--- src/rtl/cll_pkg.sv ---
// Shared types, codes and constants for the cursor linked list engine.
package cll_pkg;

  localparam int SLOTS_DEF       = 32;
  localparam int HANDLE_BITS_DEF = 16;

  localparam int ACTION_W = 3;
  localparam int HANDLE_W = 16;
  localparam int STATUS_W = 2;
  localparam int COUNT_W  = 6;
  localparam int LIMIT_W  = 6;
  localparam int IN_W     = 24;
  localparam int OUT_W    = 32;

  localparam logic [LIMIT_W-1:0] LIMIT_RESET = 6'd32;

  localparam logic [ACTION_W-1:0] ACT_INS_AFTER = 3'd0;
  localparam logic [ACTION_W-1:0] ACT_INS_HEAD  = 3'd1;
  localparam logic [ACTION_W-1:0] ACT_DELETE    = 3'd2;
  localparam logic [ACTION_W-1:0] ACT_PREV      = 3'd3;
  localparam logic [ACTION_W-1:0] ACT_NEXT      = 3'd4;

  localparam logic [STATUS_W-1:0] ST_DONE  = 2'd0;
  localparam logic [STATUS_W-1:0] ST_FULL  = 2'd1;
  localparam logic [STATUS_W-1:0] ST_EMPTY = 2'd2;
  localparam logic [STATUS_W-1:0] ST_END   = 2'd3;

  typedef enum logic [2:0] {
    S_IDLE,
    S_EXEC,
    S_LINK,
    S_FETCH,
    S_DONE
  } state_t;

  typedef struct packed {
    logic accept;
    logic exec;
    logic link;
    logic fetch;
    logic load;
  } cmd_t;

endpackage

--- src/rtl/cll_ctrl.sv ---
// Sequencing state machine for the cursor linked list engine.
module cll_ctrl (
  input  logic          clk,
  input  logic          rst,
  input  logic          s_tvalid,
  output logic          s_tready,
  output logic          m_tvalid,
  input  logic          m_tready,
  output cll_pkg::cmd_t cmd
);
  import cll_pkg::*;

  state_t state;
  state_t state_next;
  logic   out_free;

  assign out_free = !m_tvalid || m_tready;

  always_ff @(posedge clk) begin
    if (rst) begin
      state <= S_IDLE;
    end else begin
      state <= state_next;
    end
  end

  always_comb begin
    state_next = state;
    case (state)
      S_IDLE: begin
        if (s_tvalid) state_next = S_EXEC;
      end
      S_EXEC:  state_next = S_LINK;
      S_LINK:  state_next = S_FETCH;
      S_FETCH: state_next = S_DONE;
      S_DONE: begin
        if (out_free) state_next = S_IDLE;
      end
      default: state_next = S_IDLE;
    endcase
  end

  always_comb begin
    cmd      = '0;
    s_tready = 1'b0;
    case (state)
      S_IDLE: begin
        s_tready   = 1'b1;
        cmd.accept = s_tvalid;
      end
      S_EXEC:  cmd.exec  = 1'b1;
      S_LINK:  cmd.link  = 1'b1;
      S_FETCH: cmd.fetch = 1'b1;
      S_DONE:  cmd.load  = out_free;
      default: cmd = '0;
    endcase
  end

  always_ff @(posedge clk) begin
    if (rst) begin
      m_tvalid <= 1'b0;
    end else if (cmd.load) begin
      m_tvalid <= 1'b1;
    end else if (m_tready) begin
      m_tvalid <= 1'b0;
    end
  end

endmodule

--- src/rtl/cll_dp.sv ---
// Datapath of the cursor linked list engine: link and payload memories, list state.
module cll_dp #(
  parameter int SLOTS       = cll_pkg::SLOTS_DEF,
  parameter int HANDLE_BITS = cll_pkg::HANDLE_BITS_DEF
) (
  input  logic                        clk,
  input  logic                        rst,
  input  cll_pkg::cmd_t               cmd,
  input  logic [cll_pkg::IN_W-1:0]    in_data,
  input  logic                        cfg_we,
  input  logic [cll_pkg::LIMIT_W-1:0] cfg_wdata,
  output logic [cll_pkg::OUT_W-1:0]   out_data
);
  import cll_pkg::*;

  localparam int SW   = $clog2(SLOTS);
  localparam int PW   = $clog2(SLOTS + 1);
  localparam int HW   = (HANDLE_BITS < HANDLE_W) ? HANDLE_BITS : HANDLE_W;
  localparam int CMPW = (PW > LIMIT_W) ? PW : LIMIT_W;
  localparam int PADW = OUT_W - STATUS_W - HANDLE_W - COUNT_W - 2;
  localparam logic [PW-1:0] NIL = PW'(SLOTS);

  logic [PW-1:0] next_link [SLOTS];
  logic [PW-1:0] prev_link [SLOTS];
  logic [HW-1:0] payload   [SLOTS];

  logic [LIMIT_W-1:0]  limit;
  logic [ACTION_W-1:0] act;
  logic [HW-1:0]       hnd;
  logic [PW-1:0]       head;
  logic [PW-1:0]       cursor;
  logic [PW-1:0]       count;
  logic [SLOTS-1:0]    used;
  logic [PW-1:0]       free_slot;
  logic [PW-1:0]       cur0;
  logic [PW-1:0]       rd_next;
  logic [PW-1:0]       rd_prev;
  logic [HW-1:0]       pay_q;
  logic [STATUS_W-1:0] st;
  logic                w2_next_en;
  logic                w2_prev_en;
  logic [PW-1:0]       w2_prev_addr;

  logic [PW-1:0]       lowest;
  logic                full;
  logic                nonempty;
  logic [PW-1:0]       head_next;
  logic [PW-1:0]       cursor_next;
  logic [PW-1:0]       count_next;
  logic [SLOTS-1:0]    used_next;
  logic [STATUS_W-1:0] st_next;
  logic                w2_next_en_next;
  logic                w2_prev_en_next;
  logic [PW-1:0]       w2_prev_addr_next;
  logic                nl_we;
  logic [PW-1:0]       nl_addr;
  logic [PW-1:0]       nl_data;
  logic                pl_we;
  logic [PW-1:0]       pl_addr;
  logic [PW-1:0]       pl_data;
  logic                py_we;
  logic [PW-1:0]       new_head;
  logic [HANDLE_W-1:0] hval;

  always_comb begin
    lowest = NIL;
    for (int i = SLOTS - 1; i >= 0; i--) begin
      if (!used[i]) lowest = PW'(i);
    end
  end

  assign full     = (CMPW'(count) >= CMPW'(limit)) || (count >= NIL);
  assign nonempty = (count != '0);
  assign new_head = (cursor == head) ? rd_next : head;

  always_comb begin
    head_next         = head;
    cursor_next       = cursor;
    count_next        = count;
    used_next         = used;
    st_next           = ST_DONE;
    w2_next_en_next   = 1'b0;
    w2_prev_en_next   = 1'b0;
    w2_prev_addr_next = rd_next;
    nl_we             = 1'b0;
    nl_addr           = free_slot;
    nl_data           = NIL;
    pl_we             = 1'b0;
    pl_addr           = free_slot;
    pl_data           = NIL;
    py_we             = 1'b0;
    if (cmd.link) begin
      nl_we   = w2_next_en;
      nl_addr = cur0;
      nl_data = free_slot;
      pl_we   = w2_prev_en;
      pl_addr = w2_prev_addr;
      pl_data = free_slot;
    end else if (cmd.exec) begin
      case (act)
        ACT_INS_AFTER, ACT_INS_HEAD: begin
          if (full) begin
            st_next = ST_FULL;
          end else begin
            used_next[free_slot[SW-1:0]] = 1'b1;
            py_we      = 1'b1;
            count_next = count + PW'(1);
            nl_we      = 1'b1;
            pl_we      = 1'b1;
            if (!nonempty) begin
              head_next   = free_slot;
              cursor_next = free_slot;
            end else if (act == ACT_INS_HEAD) begin
              nl_data           = head;
              head_next         = free_slot;
              w2_prev_en_next   = 1'b1;
              w2_prev_addr_next = head;
            end else begin
              nl_data         = rd_next;
              pl_data         = cursor;
              w2_next_en_next = 1'b1;
              w2_prev_en_next = (rd_next < NIL);
            end
          end
        end
        ACT_DELETE: begin
          if (!nonempty) begin
            st_next = ST_EMPTY;
          end else begin
            nl_we     = (rd_prev < NIL);
            nl_addr   = rd_prev;
            nl_data   = rd_next;
            pl_we     = (rd_next < NIL);
            pl_addr   = rd_next;
            pl_data   = rd_prev;
            head_next = new_head;
            cursor_next = (rd_next < NIL) ? rd_next : new_head;
            used_next[cursor[SW-1:0]] = 1'b0;
            count_next = count - PW'(1);
            if (count == PW'(1)) begin
              head_next   = NIL;
              cursor_next = NIL;
            end
          end
        end
        ACT_PREV: begin
          if (!nonempty) begin
            st_next = ST_EMPTY;
          end else if (count == PW'(1) || cursor == head || !(rd_prev < NIL)) begin
            st_next = ST_END;
          end else begin
            cursor_next = rd_prev;
          end
        end
        ACT_NEXT: begin
          if (!nonempty) begin
            st_next = ST_EMPTY;
          end else if (count == PW'(1) || !(rd_next < NIL)) begin
            st_next = ST_END;
          end else begin
            cursor_next = rd_next;
          end
        end
        default: st_next = ST_DONE;
      endcase
    end
  end

  always_ff @(posedge clk) begin
    if (nl_we) next_link[nl_addr[SW-1:0]] <= nl_data;
    if (pl_we) prev_link[pl_addr[SW-1:0]] <= pl_data;
    if (py_we) payload[free_slot[SW-1:0]] <= hnd;
    if (cmd.accept) begin
      rd_next <= next_link[cursor[SW-1:0]];
      rd_prev <= prev_link[cursor[SW-1:0]];
    end
    if (cmd.fetch) pay_q <= payload[cursor[SW-1:0]];
  end

  always_ff @(posedge clk) begin
    if (cmd.accept) begin
      act       <= in_data[ACTION_W-1:0];
      hnd       <= in_data[ACTION_W +: HW];
      free_slot <= lowest;
      cur0      <= cursor;
    end
    if (cmd.exec) begin
      st           <= st_next;
      w2_prev_addr <= w2_prev_addr_next;
    end
  end

  always_ff @(posedge clk) begin
    if (rst) begin
      limit      <= LIMIT_RESET;
      head       <= NIL;
      cursor     <= NIL;
      count      <= '0;
      used       <= '0;
      w2_next_en <= 1'b0;
      w2_prev_en <= 1'b0;
    end else begin
      if (cfg_we) limit <= cfg_wdata;
      if (cmd.exec) begin
        head       <= head_next;
        cursor     <= cursor_next;
        count      <= count_next;
        used       <= used_next;
        w2_next_en <= w2_next_en_next;
        w2_prev_en <= w2_prev_en_next;
      end
    end
  end

  assign hval = nonempty ? HANDLE_W'(pay_q) : '0;

  always_ff @(posedge clk) begin
    if (cmd.load) begin
      out_data <= {{PADW{1'b0}}, full, !nonempty, COUNT_W'(count), hval, st};
    end
  end

endmodule

--- src/rtl/cursor_linked_list_engine.sv ---
// Top level of the cursor linked list engine.
//
// Command items arrive on the s_ channel: tdata holds action in bits [2:0]
// and song_handle in bits [18:3]. Each item gives exactly one result item on
// the m_ channel: status [1:0], current_handle [17:2], list_count [23:18],
// list_empty [24], list_full [25].
// cfg_we with cfg_wdata writes the capacity limit; write only while idle.
// An item is taken, then runs through execute, link write-back and payload
// fetch before its result is registered. One item is in work at a time, so
// a new item is taken only once the previous result is loaded. Link write-back
// serves the single write port of each link memory (an insert writes one twice).
// The result sits in an output register: a stalled receiver holds the
// engine in its final step only once a second result is ready.
// Reset (rst, synchronous) empties the list, sets head and cursor to null
// and the capacity limit to 32; link and payload memories are not cleared.
module cursor_linked_list_engine #(
  parameter int SLOTS       = cll_pkg::SLOTS_DEF,
  parameter int HANDLE_BITS = cll_pkg::HANDLE_BITS_DEF
) (
  input  logic                        clk,
  input  logic                        rst,
  input  logic                        s_tvalid,
  output logic                        s_tready,
  input  logic [cll_pkg::IN_W-1:0]    s_tdata,   // action, song_handle
  output logic                        m_tvalid,
  input  logic                        m_tready,
  output logic [cll_pkg::OUT_W-1:0]   m_tdata,   // status, current_handle, list_count,
                                                 // list_empty, list_full
  input  logic                        cfg_we,
  input  logic [cll_pkg::LIMIT_W-1:0] cfg_wdata
);
  import cll_pkg::*;

  cmd_t cmd;

  cll_ctrl u_ctrl (
    .clk      (clk),
    .rst      (rst),
    .s_tvalid (s_tvalid),
    .s_tready (s_tready),
    .m_tvalid (m_tvalid),
    .m_tready (m_tready),
    .cmd      (cmd)
  );

  cll_dp #(
    .SLOTS       (SLOTS),
    .HANDLE_BITS (HANDLE_BITS)
  ) u_dp (
    .clk       (clk),
    .rst       (rst),
    .cmd       (cmd),
    .in_data   (s_tdata),
    .cfg_we    (cfg_we),
    .cfg_wdata (cfg_wdata),
    .out_data  (m_tdata)
  );

`ifndef SYNTHESIS
  a_one_in_work: assert property (@(posedge clk) disable iff (rst)
    (s_tvalid && s_tready) |=> !s_tready)
    else $error("second item taken while one is in work");

  a_empty_handle: assert property (@(posedge clk) disable iff (rst)
    (m_tvalid && m_tdata[24]) |-> (m_tdata[17:2] == '0))
    else $error("empty list reports a nonzero handle");

  a_empty_status: assert property (@(posedge clk) disable iff (rst)
    (m_tvalid && m_tdata[24]) |-> (m_tdata[1:0] != ST_END))
    else $error("empty list reports list end");

  a_load_when_free: assert property (@(posedge clk) disable iff (rst)
    (cmd.load) |-> (!m_tvalid || m_tready))
    else $error("result overwritten before it was taken");
`endif

endmodule
--- config.mk ---
export PLATFORM = sky130hd
export DESIGN_NAME = cursor_linked_list_engine
export DESIGN_NICKNAME = d
export VERILOG_FILES = /design/src/rtl/cll_pkg.sv /design/src/rtl/cll_ctrl.sv /design/src/rtl/cll_dp.sv /design/src/rtl/cursor_linked_list_engine.sv
export SDC_FILE = /design/constraint.sdc
export NUM_CORES = 1
export LEC_CHECK = 0
export BUFFER_PORTS_ARGS = -buffer_cell sky130_fd_sc_hd__buf_2
export CAP_MARGIN = 10
export CORE_MARGIN = 2
export CORE_UTILIZATION = 35
export DETAILED_ROUTE_END_ITERATION = 10
export GPL_TIMING_DRIVEN = 0
export PLACE_DENSITY_LB_ADDON = 0.15
export REMOVE_ABC_BUFFERS = 1
export SYNTH_ARGS = -nofsm -noshare
export SYNTH_HDL_FRONTEND = slang
export SYNTH_SLANG_ARGS = --single-unit
--- constraint.sdc ---
create_clock -name clk -period 10.2 [get_ports clk]
set_clock_uncertainty 0.15 [all_clocks]
set_input_delay 2.04 -clock clk [delete_from_list [all_inputs] [get_ports clk]]
set_output_delay 2.04 -clock clk [all_outputs]
set_load 0.05 [all_outputs]
Yosys cells after proc, flatten, opt, wreduce, memory -nomap -nowiden:

Memory sizes are Yosys's and may differ from the RTL's. A register that Yosys moved wholly into a read port is not among the register bits.
Cells that the tools add are included.

* add/sub/neg operators: 2
* magnitude comparators: 8
* eq/ne operators: 20
* muxes and demuxes: 130
* bitwise gates (word level): 4
* reductions and logical operators: 27

Operator list (number)
* 2-to-1 mux 6 bit: 30
* 2-to-1 mux 5 bit: 27
* 2-to-1 mux 32 bit: 2
* one-hot mux 32 bit (2 select lines): 1
* one-hot mux 6 bit (2 select lines): 4
* 2-to-1 mux 1 bit: 38
* AND 32 bit: 1
* 2-to-1 mux 4 bit: 8
* inverter 32 bit: 1
* OR 32 bit: 1
* AND reduction 31 bit: 1
* one-hot mux 6 bit (4 select lines): 1
* 2-to-1 mux 3 bit: 6
* AND reduction 16 bit: 1
* one-hot mux 3 bit (5 select lines): 1
* 2-to-1 mux 2 bit: 7
* equality test 3 x 2 -> 1 bit (second input constant): 4
* < comparator 5 x 6 -> 1 bit (second input constant): 2
* < comparator 6 bit (second input constant): 2
* demux 1 bit (select 5 bit): 2
* greater-or-equal comparator 5 x 1 -> 1 bit (second input constant): 2
* != test 2 bit (second input constant): 5
* AND reduction 10 bit: 1
* != test 2 x 1 -> 1 bit (second input constant): 4
* 25 further kinds: 39

* bits in registers: 125
* bits in writable memories: 896
* word-level logic and storage cells: 216
* memories kept: 3

Memories
* u_dp.payload: depth 32, width 16, rd ports 1, clocked after memory_dff 1, write ports 1, line cll_dp.sv:25 `logic [HW-1:0] payload [SLOTS];`
* u_dp.next_link: depth 32, width 6, rd ports 1, clocked after memory_dff 1, write ports 1, line cll_dp.sv:23 `logic [PW-1:0] next_link [SLOTS];`
* u_dp.prev_link: depth 32, width 6, rd ports 1, clocked after memory_dff 1, write ports 1, line cll_dp.sv:24 `logic [PW-1:0] prev_link [SLOTS];`

Depth between registers and ports, before layout:

* depth after elaboration: 31
* depth in mapped cells: 10
* mapped depth without buffers: 8

Cells and area by module:

A second synthesis with hierarchy kept.

* cell total of the unflattened synthesis: 2266
* area, all modules: 41850.1 sq um

By module, submodules not included
* cll_dp: instances 1, cells each 2246, area an instance 41651.2 sq um, seq. area each 30799.5 sq um
* cll_ctrl: instances 1, cells each 20, area an instance 198.9 sq um, seq. area each 80.1 sq um

Worst setup path after synthesis:

OpenSTA, ideal clock, no wires.

* path kind: register to output
* from: reg u_ctrl.state[2]
* to: out s_tready
* arrival time: 1.600 ns
* path slack: 6.410 ns
* stages on the path, launching flop included: 3
* buffers on the path: 1
* cells stage by stage: dfxtp_1 -> clkbuf_1 -> nor3_1

* word-level cells in the longest chain between the ends: 2

RTL lines
* start, declared: line cll_ctrl.sv:13 `state_t state;`
* start signal, assigned: line cll_ctrl.sv:23 `state <= state_next;`
* logical NOT 3 bit: line cll_ctrl.sv:46 `case (state)`
* 2-to-1 mux 1 bit: line cll_ctrl.sv:46
* end, declared: line cursor_linked_list_engine.sv:23 `output logic s_tready,`

Every way passes these cells.

Worst setup path after layout:

* from: reg u_dp.count[0]
* to: mem u_dp.prev_link[20][4] in the netlist's numbering, data pin

* word-level cells in the longest chain between the ends: 6
* elaborated cells on any way between the ends: 10

RTL lines
* start, declared: line cll_dp.sv:32 `logic [PW-1:0] count;`
* start signal, assigned: line cll_dp.sv:207 `count <= count_next;`
* greater-or-equal comparator 6 bit or nonzero test 6 bit (tied branches): line cll_dp.sv:72, cll_dp.sv:73
* logical OR 1 bit or 2-to-1 mux 6 bit (tied branches): line cll_dp.sv:72, cll_dp.sv:110
* 2-to-1 mux 6 bit: line cll_dp.sv:102 `if (full) begin`
* one-hot mux 6 bit (2 select lines) (*): line cll_dp.sv:100 `case (act)`
* 2-to-1 mux 6 bit (*): line cll_dp.sv:99 `end else if (cmd.exec) begin`
* 2-to-1 mux 6 bit (*): line cll_dp.sv:92 `if (cmd.link) begin`
* named net u_dp.pl_data[4]: line cll_dp.sv:60 `logic [PW-1:0] pl_data;`
* end, declared: line cll_dp.sv:24

Mark *: on every way through the listed nets, which the timed path passes. The rest lies on a longest branch.

==> results.md <==
Place:
- In this run the tool buffered the top-level ports with between 50 and 60 buffer cells.
- The wire-length estimate of the detail-placed layout is 71800 microns.
- The global placement routability congestion is between 0.8 and 0.9.
- The cell area reported after detailed placement is between 40000 and 50000 sq um.

Setup path:
- The worst setup path is captured at a flip-flop.
- The required arrival time at the worst endpoint is 10350 ps.
- The number of cell instances on the worst register-to-register path is 7.
- The cell type of the slowest stage on the worst timing path is sky130_fd_sc_hd__a221o_1.
- The critical path is of the reg2reg type.
- The worst register-to-register path begins at u_dp.count[0].
- The capture point of the worst reg-to-reg path is u_dp.prev_link[20][4].
- The largest single stage delay on the critical path is between 1000 and 1500 ps.
- The worst register-to-register path has a setup slack of about 5300 ps.
- The critical path goes through inv_1 > ha_1 > nand2_2 > clkinv_1 > or4_1 > nor3_1 > a221o_1.
- For the worst setup path, the data arrival time is roughly 5000 ps.
- The most critical setup path has its endpoint at u_dp.prev_link[20][4].
- Tracing the worst setup path back leads to its startpoint at u_dp.count[0].
- The biggest fanout along the worst timing path is 32.
- The type of element launching the critical path is a flip-flop.

Logic synthesis:
- Dividing the synthesized area by the synthesized cell count gives 18.7 sq um.
- After synthesis the cells add up to approximately 41000 sq um.
- The unique cell type count in the Yosys netlist is 80.
- The share of synthesized area occupied by flip-flops and latches is between 70% and 80%.
- Counting flops with a built-in enable in the synthesized netlist gives roughly 1000.
- During synthesis, Yosys emitted a total of 0 warnings.
- After synthesis the netlist holds a flip-flop and latch count of between 1000 and 1500.
- The most used flip-flop cell after synthesis is sky130_fd_sc_hd__edfxtp_1.
- In the synthesized netlist, the number of instances is roughly 2200.
- For this run, asynchronously set or reset flops after synthesis account for 0%.

STA:
- The count of final hold-check violations was 0.
- The transition at the pin with the smallest max-transition slack is 1250 ps.
- The worst hold slack across all endpoints is a little under 300 ps.
- The worst path uses 48.4% of the clock period.
- The shortest period the worst path allows is 4940 ps.
- Setup repair after global routing left no endpoint under its margin.
- Setup violations remaining at the end of the flow were counted as 0.
- The final count of pins violating max slew was 0.
- The worst pin sits at a relative slew slack of between 10% and 20%.
- The achievable frequency is approximately 200 MHz.

Layout:
- Leaving out fill and tap cells, the most frequent cell in the layout is sky130_fd_sc_hd__edfxtp_1.
- The net total in the final layout is 2388.
- The library cells used most frequently in the layout, excluding fill and tap cells, are 987 x sky130_fd_sc_hd__edfxtp_1, 224 x sky130_fd_sc_hd__mux4_2, 114 x sky130_fd_sc_hd__nor2_1, 113 x sky130_fd_sc_hd__a22oi_1, 113 x sky130_fd_sc_hd__clkbuf_16.
- After routing the design area is about 48000 sq um.
- The layout-stage area growth over the synthesis result is 16.1%.
- After filler insertion, the fill cell instance count of the layout stands at 10400.
- The layout cell share with drive strength beyond 1 is 25.0%.

Die:
- The starting density of the core is about a third.
- The number of I/O pins is between 60 and 70.
- The floorplan die area is between 100000 and 150000 sq um.
- The area inside the core boundary is between 100000 and 150000 sq um.
- The floorplan step set the die height to 348 microns.
- In this run the horizontal extent of the chip is 348 microns.
- The number of cell rows is roughly 130.

CTS:
- The root buffer cell is sky130_fd_sc_hd__clkbuf_16.
- The post-cts sizing count is 0.
- The CTS buffer count is 110.
- The number of hold buffers added after CTS was 0.
- The latest clock arrival within the worst-skew pair is 690 ps.
- TritonCTS built the clock tree.
- In this run the deepest clock path goes through 3 buffers.
- After clock tree synthesis, the clock-pin slew on the worst setup and hold paths is about 60 ps.
- Clock tree synthesis found a total of between 1000 and 1500 sinks.
- Post-CTS timing repair inserted 0 buffers for setup.
- The H-tree was split into 3 levels.

Route:
- Once detail routing completed, the nets flagged for antenna violations numbered 0.
- The post-detailed-route wirelength per cell is ~28 microns.
- The first-pass iteration count of the detailed router is 6.
- The via density per instance is roughly 5.5.
- The total DRC errors in the routed layout is 0.
- The aggregate routed wire length is 110000 microns.
- The routed via count is approximately 22000.
- After the first detailed-routing iteration, the DRC count stood at 2119.

Global route:
- Entering global routing, the biggest net connects 56 pins.
- The aggregate global-route resource usage is between 15 and 20%.
- The via count of the first global-routing pass is 22600.
- The initial antenna violation count is 1.
- The global-route wire length before repair is 159000 microns.
- The overflow left after global routing is 0.

Run:
- Across the run, the number of max-cap violations was 0.

Power and ir drop:
- Sequential cells account for a little over half of the total power.
- For this design the total switching power over the nets is between 2000 and 2500 uW.
- Summed over all cells, the static leakage comes to ~0.015 uW.
- The internal power component is between 6000 and 7000 uW.
- The total power after layout is between 9000 and 10000 uW.
- The clock network accounts for between 40 and 50% of the total power.
- The combinational cell fraction of total power is approximately 4.8%.
- VDD sags by at most between 0.00015 and 0.0002 V.
- The ratio of total power to cell area is between 150 and 200 nW/um^2.
- The switching fraction of total power is roughly 22%.

Outcome:
- The flow ran to the end, and the final reports show no timing, DRC or antenna violations.

Min path:
- In this run the worst hold path is classified as reg2reg.
## power groups by stage
stage               Combinational [uW]  Sequential, uW  Clock (uW)
floorplan                          260            4940           0
global placement                   424            5000           0
detailed placement                 418            4970           0
CTS                                420            4880        3800
global route                       460            4880        3960
finish                             432            4880        3700
## synthesized netlist by cell type (9+ instances only)
library cell | instances | area (sq um)
sky130_fd_sc_hd__a21oi_1 | 24 | 120
sky130_fd_sc_hd__nor2_1 | 119 | 447
sky130_fd_sc_hd__buf_1 | 27 | 101
sky130_fd_sc_hd__o22ai_1 | 38 | 238
sky130_fd_sc_hd__nand4_1 | 47 | 294
sky130_fd_sc_hd__nor3_1 | 51 | 255
sky130_fd_sc_hd__clkbuf_1 | 99 | 372
sky130_fd_sc_hd__a221oi_1 | 13 | 114
sky130_fd_sc_hd__inv_1 | 21 | 78.8
sky130_fd_sc_hd__edfxtp_1 | 987 | 29600
sky130_fd_sc_hd__nand3_1 | 47 | 235
sky130_fd_sc_hd__mux2_2 | 10 | 113
sky130_fd_sc_hd__a22oi_1 | 113 | 848
sky130_fd_sc_hd__mux4_2 | 224 | 5040
sky130_fd_sc_hd__dfxtp_1 | 62 | 1240
sky130_fd_sc_hd__o21ai_0 | 42 | 210
sky130_fd_sc_hd__and2_1 | 22 | 138
sky130_fd_sc_hd__buf_2 | 9 | 45.0
sky130_fd_sc_hd__o21ai_1 | 9 | 45.0
sky130_fd_sc_hd__a221o_1 | 13 | 130
sky130_fd_sc_hd__nand2_1 | 61 | 229
sky130_fd_sc_hd__ha_1 | 10 | 125
## sequential cells by signal, indices dropped and copies added, names as in the netlist
name / count
u_dp.payload: 512
u_dp.cur0: 5
u_dp.w2_next_en: 1
u_dp.used: 32
u_dp.rd_prev: 6
u_dp.pay_q: 16
u_dp.free_slot: 6
u_dp.prev_link: 192
u_dp.limit: 6
u_dp.count: 6
u_dp.w2_prev_en: 1
u_dp.w2_prev_addr: 5
u_ctrl.state: 3
u_dp.out_data: 26
u_dp.act: 3
u_dp.rd_next: 6
u_dp.hnd: 16
u_dp.next_link: 192
u_dp.head: 6
u_dp.st: 2
u_dp.cursor: 6
u_ctrl.m_tvalid: 1
## worst min path at each step
stage | slack, ps | from | depth (start not counted) | to
2_1_floorplan | 250 | u_dp.st[0] | 0 | u_dp.out_data[0]
3_3_place_gp | 290 | u_dp.st[1] | 0 | u_dp.out_data[1]
3_5_place_dp | 290 | u_dp.st[1] | 0 | u_dp.out_data[1]
4_1_cts | 300 | u_dp.st[1] | 0 | u_dp.out_data[1]
5_1_grt | 310 | u_dp.st[1] | 0 | u_dp.out_data[1]
6_report | 300 | u_dp.st[1] | 0 | u_dp.out_data[1]
## through the flow
| step | utilization, % | TNS (ps) | std cells | setup WS [ps] |
|---|---|---|---|---|
| global route | 40.8 | 0 | 3965 | 4970 |
| finish | 40.8 | 0 | 3967 | 5260 |
| global placement | 36.5 | -743700 | 3666 | -9280 |
| CTS | 40.6 | 0 | 3955 | 5140 |
| floorplan | - | -55250 | 2073 | -1070 |
| detailed placement | 37.9 | 0 | 3757 | 5170 |
## final cells by class
| class | instances | area [sq um] | share of cell area [%] |
|---|---|---|---|
| diodes | 2 | 5.00 | 0.0104 |
| inverters | 23 | 86.3 | 0.180 |
| flip-flops and latches | 1049 | 30900 | 64.2 |
| well taps | 1536 | 1920 | 4.00 |
| repair buffers | 158 | 1780 | 3.71 |
| clock buffers | 140 | 2890 | 6.00 |
| multi-input cells | 1001 | 10100 | 21.1 |
| clock inverters | 58 | 378 | 0.786 |
## routing by layer
layer | vias to the layer above | track usage [%] | routed length (microns)
met4 | 0 | 5.53 | 3320
met3 | 169 | 2.76 | 5180
met2 | 710 | 30.9 | 55600
met1 | 11600 | 23.8 | 45900
met5 | - | 0 | 0
li1 | 9457 | - | -
## worst max-delay path: cells and delay by family, from the launching register on
family | cells | cell delay (ps)
AOI/OAI and AO/OA | 1 | 1100
buffers and inverters | 2 | 720
and+or+nand+nor | 3 | 1780
DFF | 1 | 430
adders and majority gates | 1 | 370
## cell families (layout without fill, tap and decap cells)
family | count (synthesis) | in the layout | share of synthesized area (%)
buffers and inverters | 169 | 379 | 1.68
and+or+nand+nor | 407 | 407 | 4.94
adders and majority gates | 10 | 10 | 0.302
DFF | 1049 | 1049 | 74.5
muxes | 241 | 241 | 12.6
xor gates and xnor gates | 13 | 13 | 0.275
other | 1 | 8 | 0.00905
AOI/OAI and AO/OA | 324 | 324 | 5.63
Power figures use the tool's default switching activity.
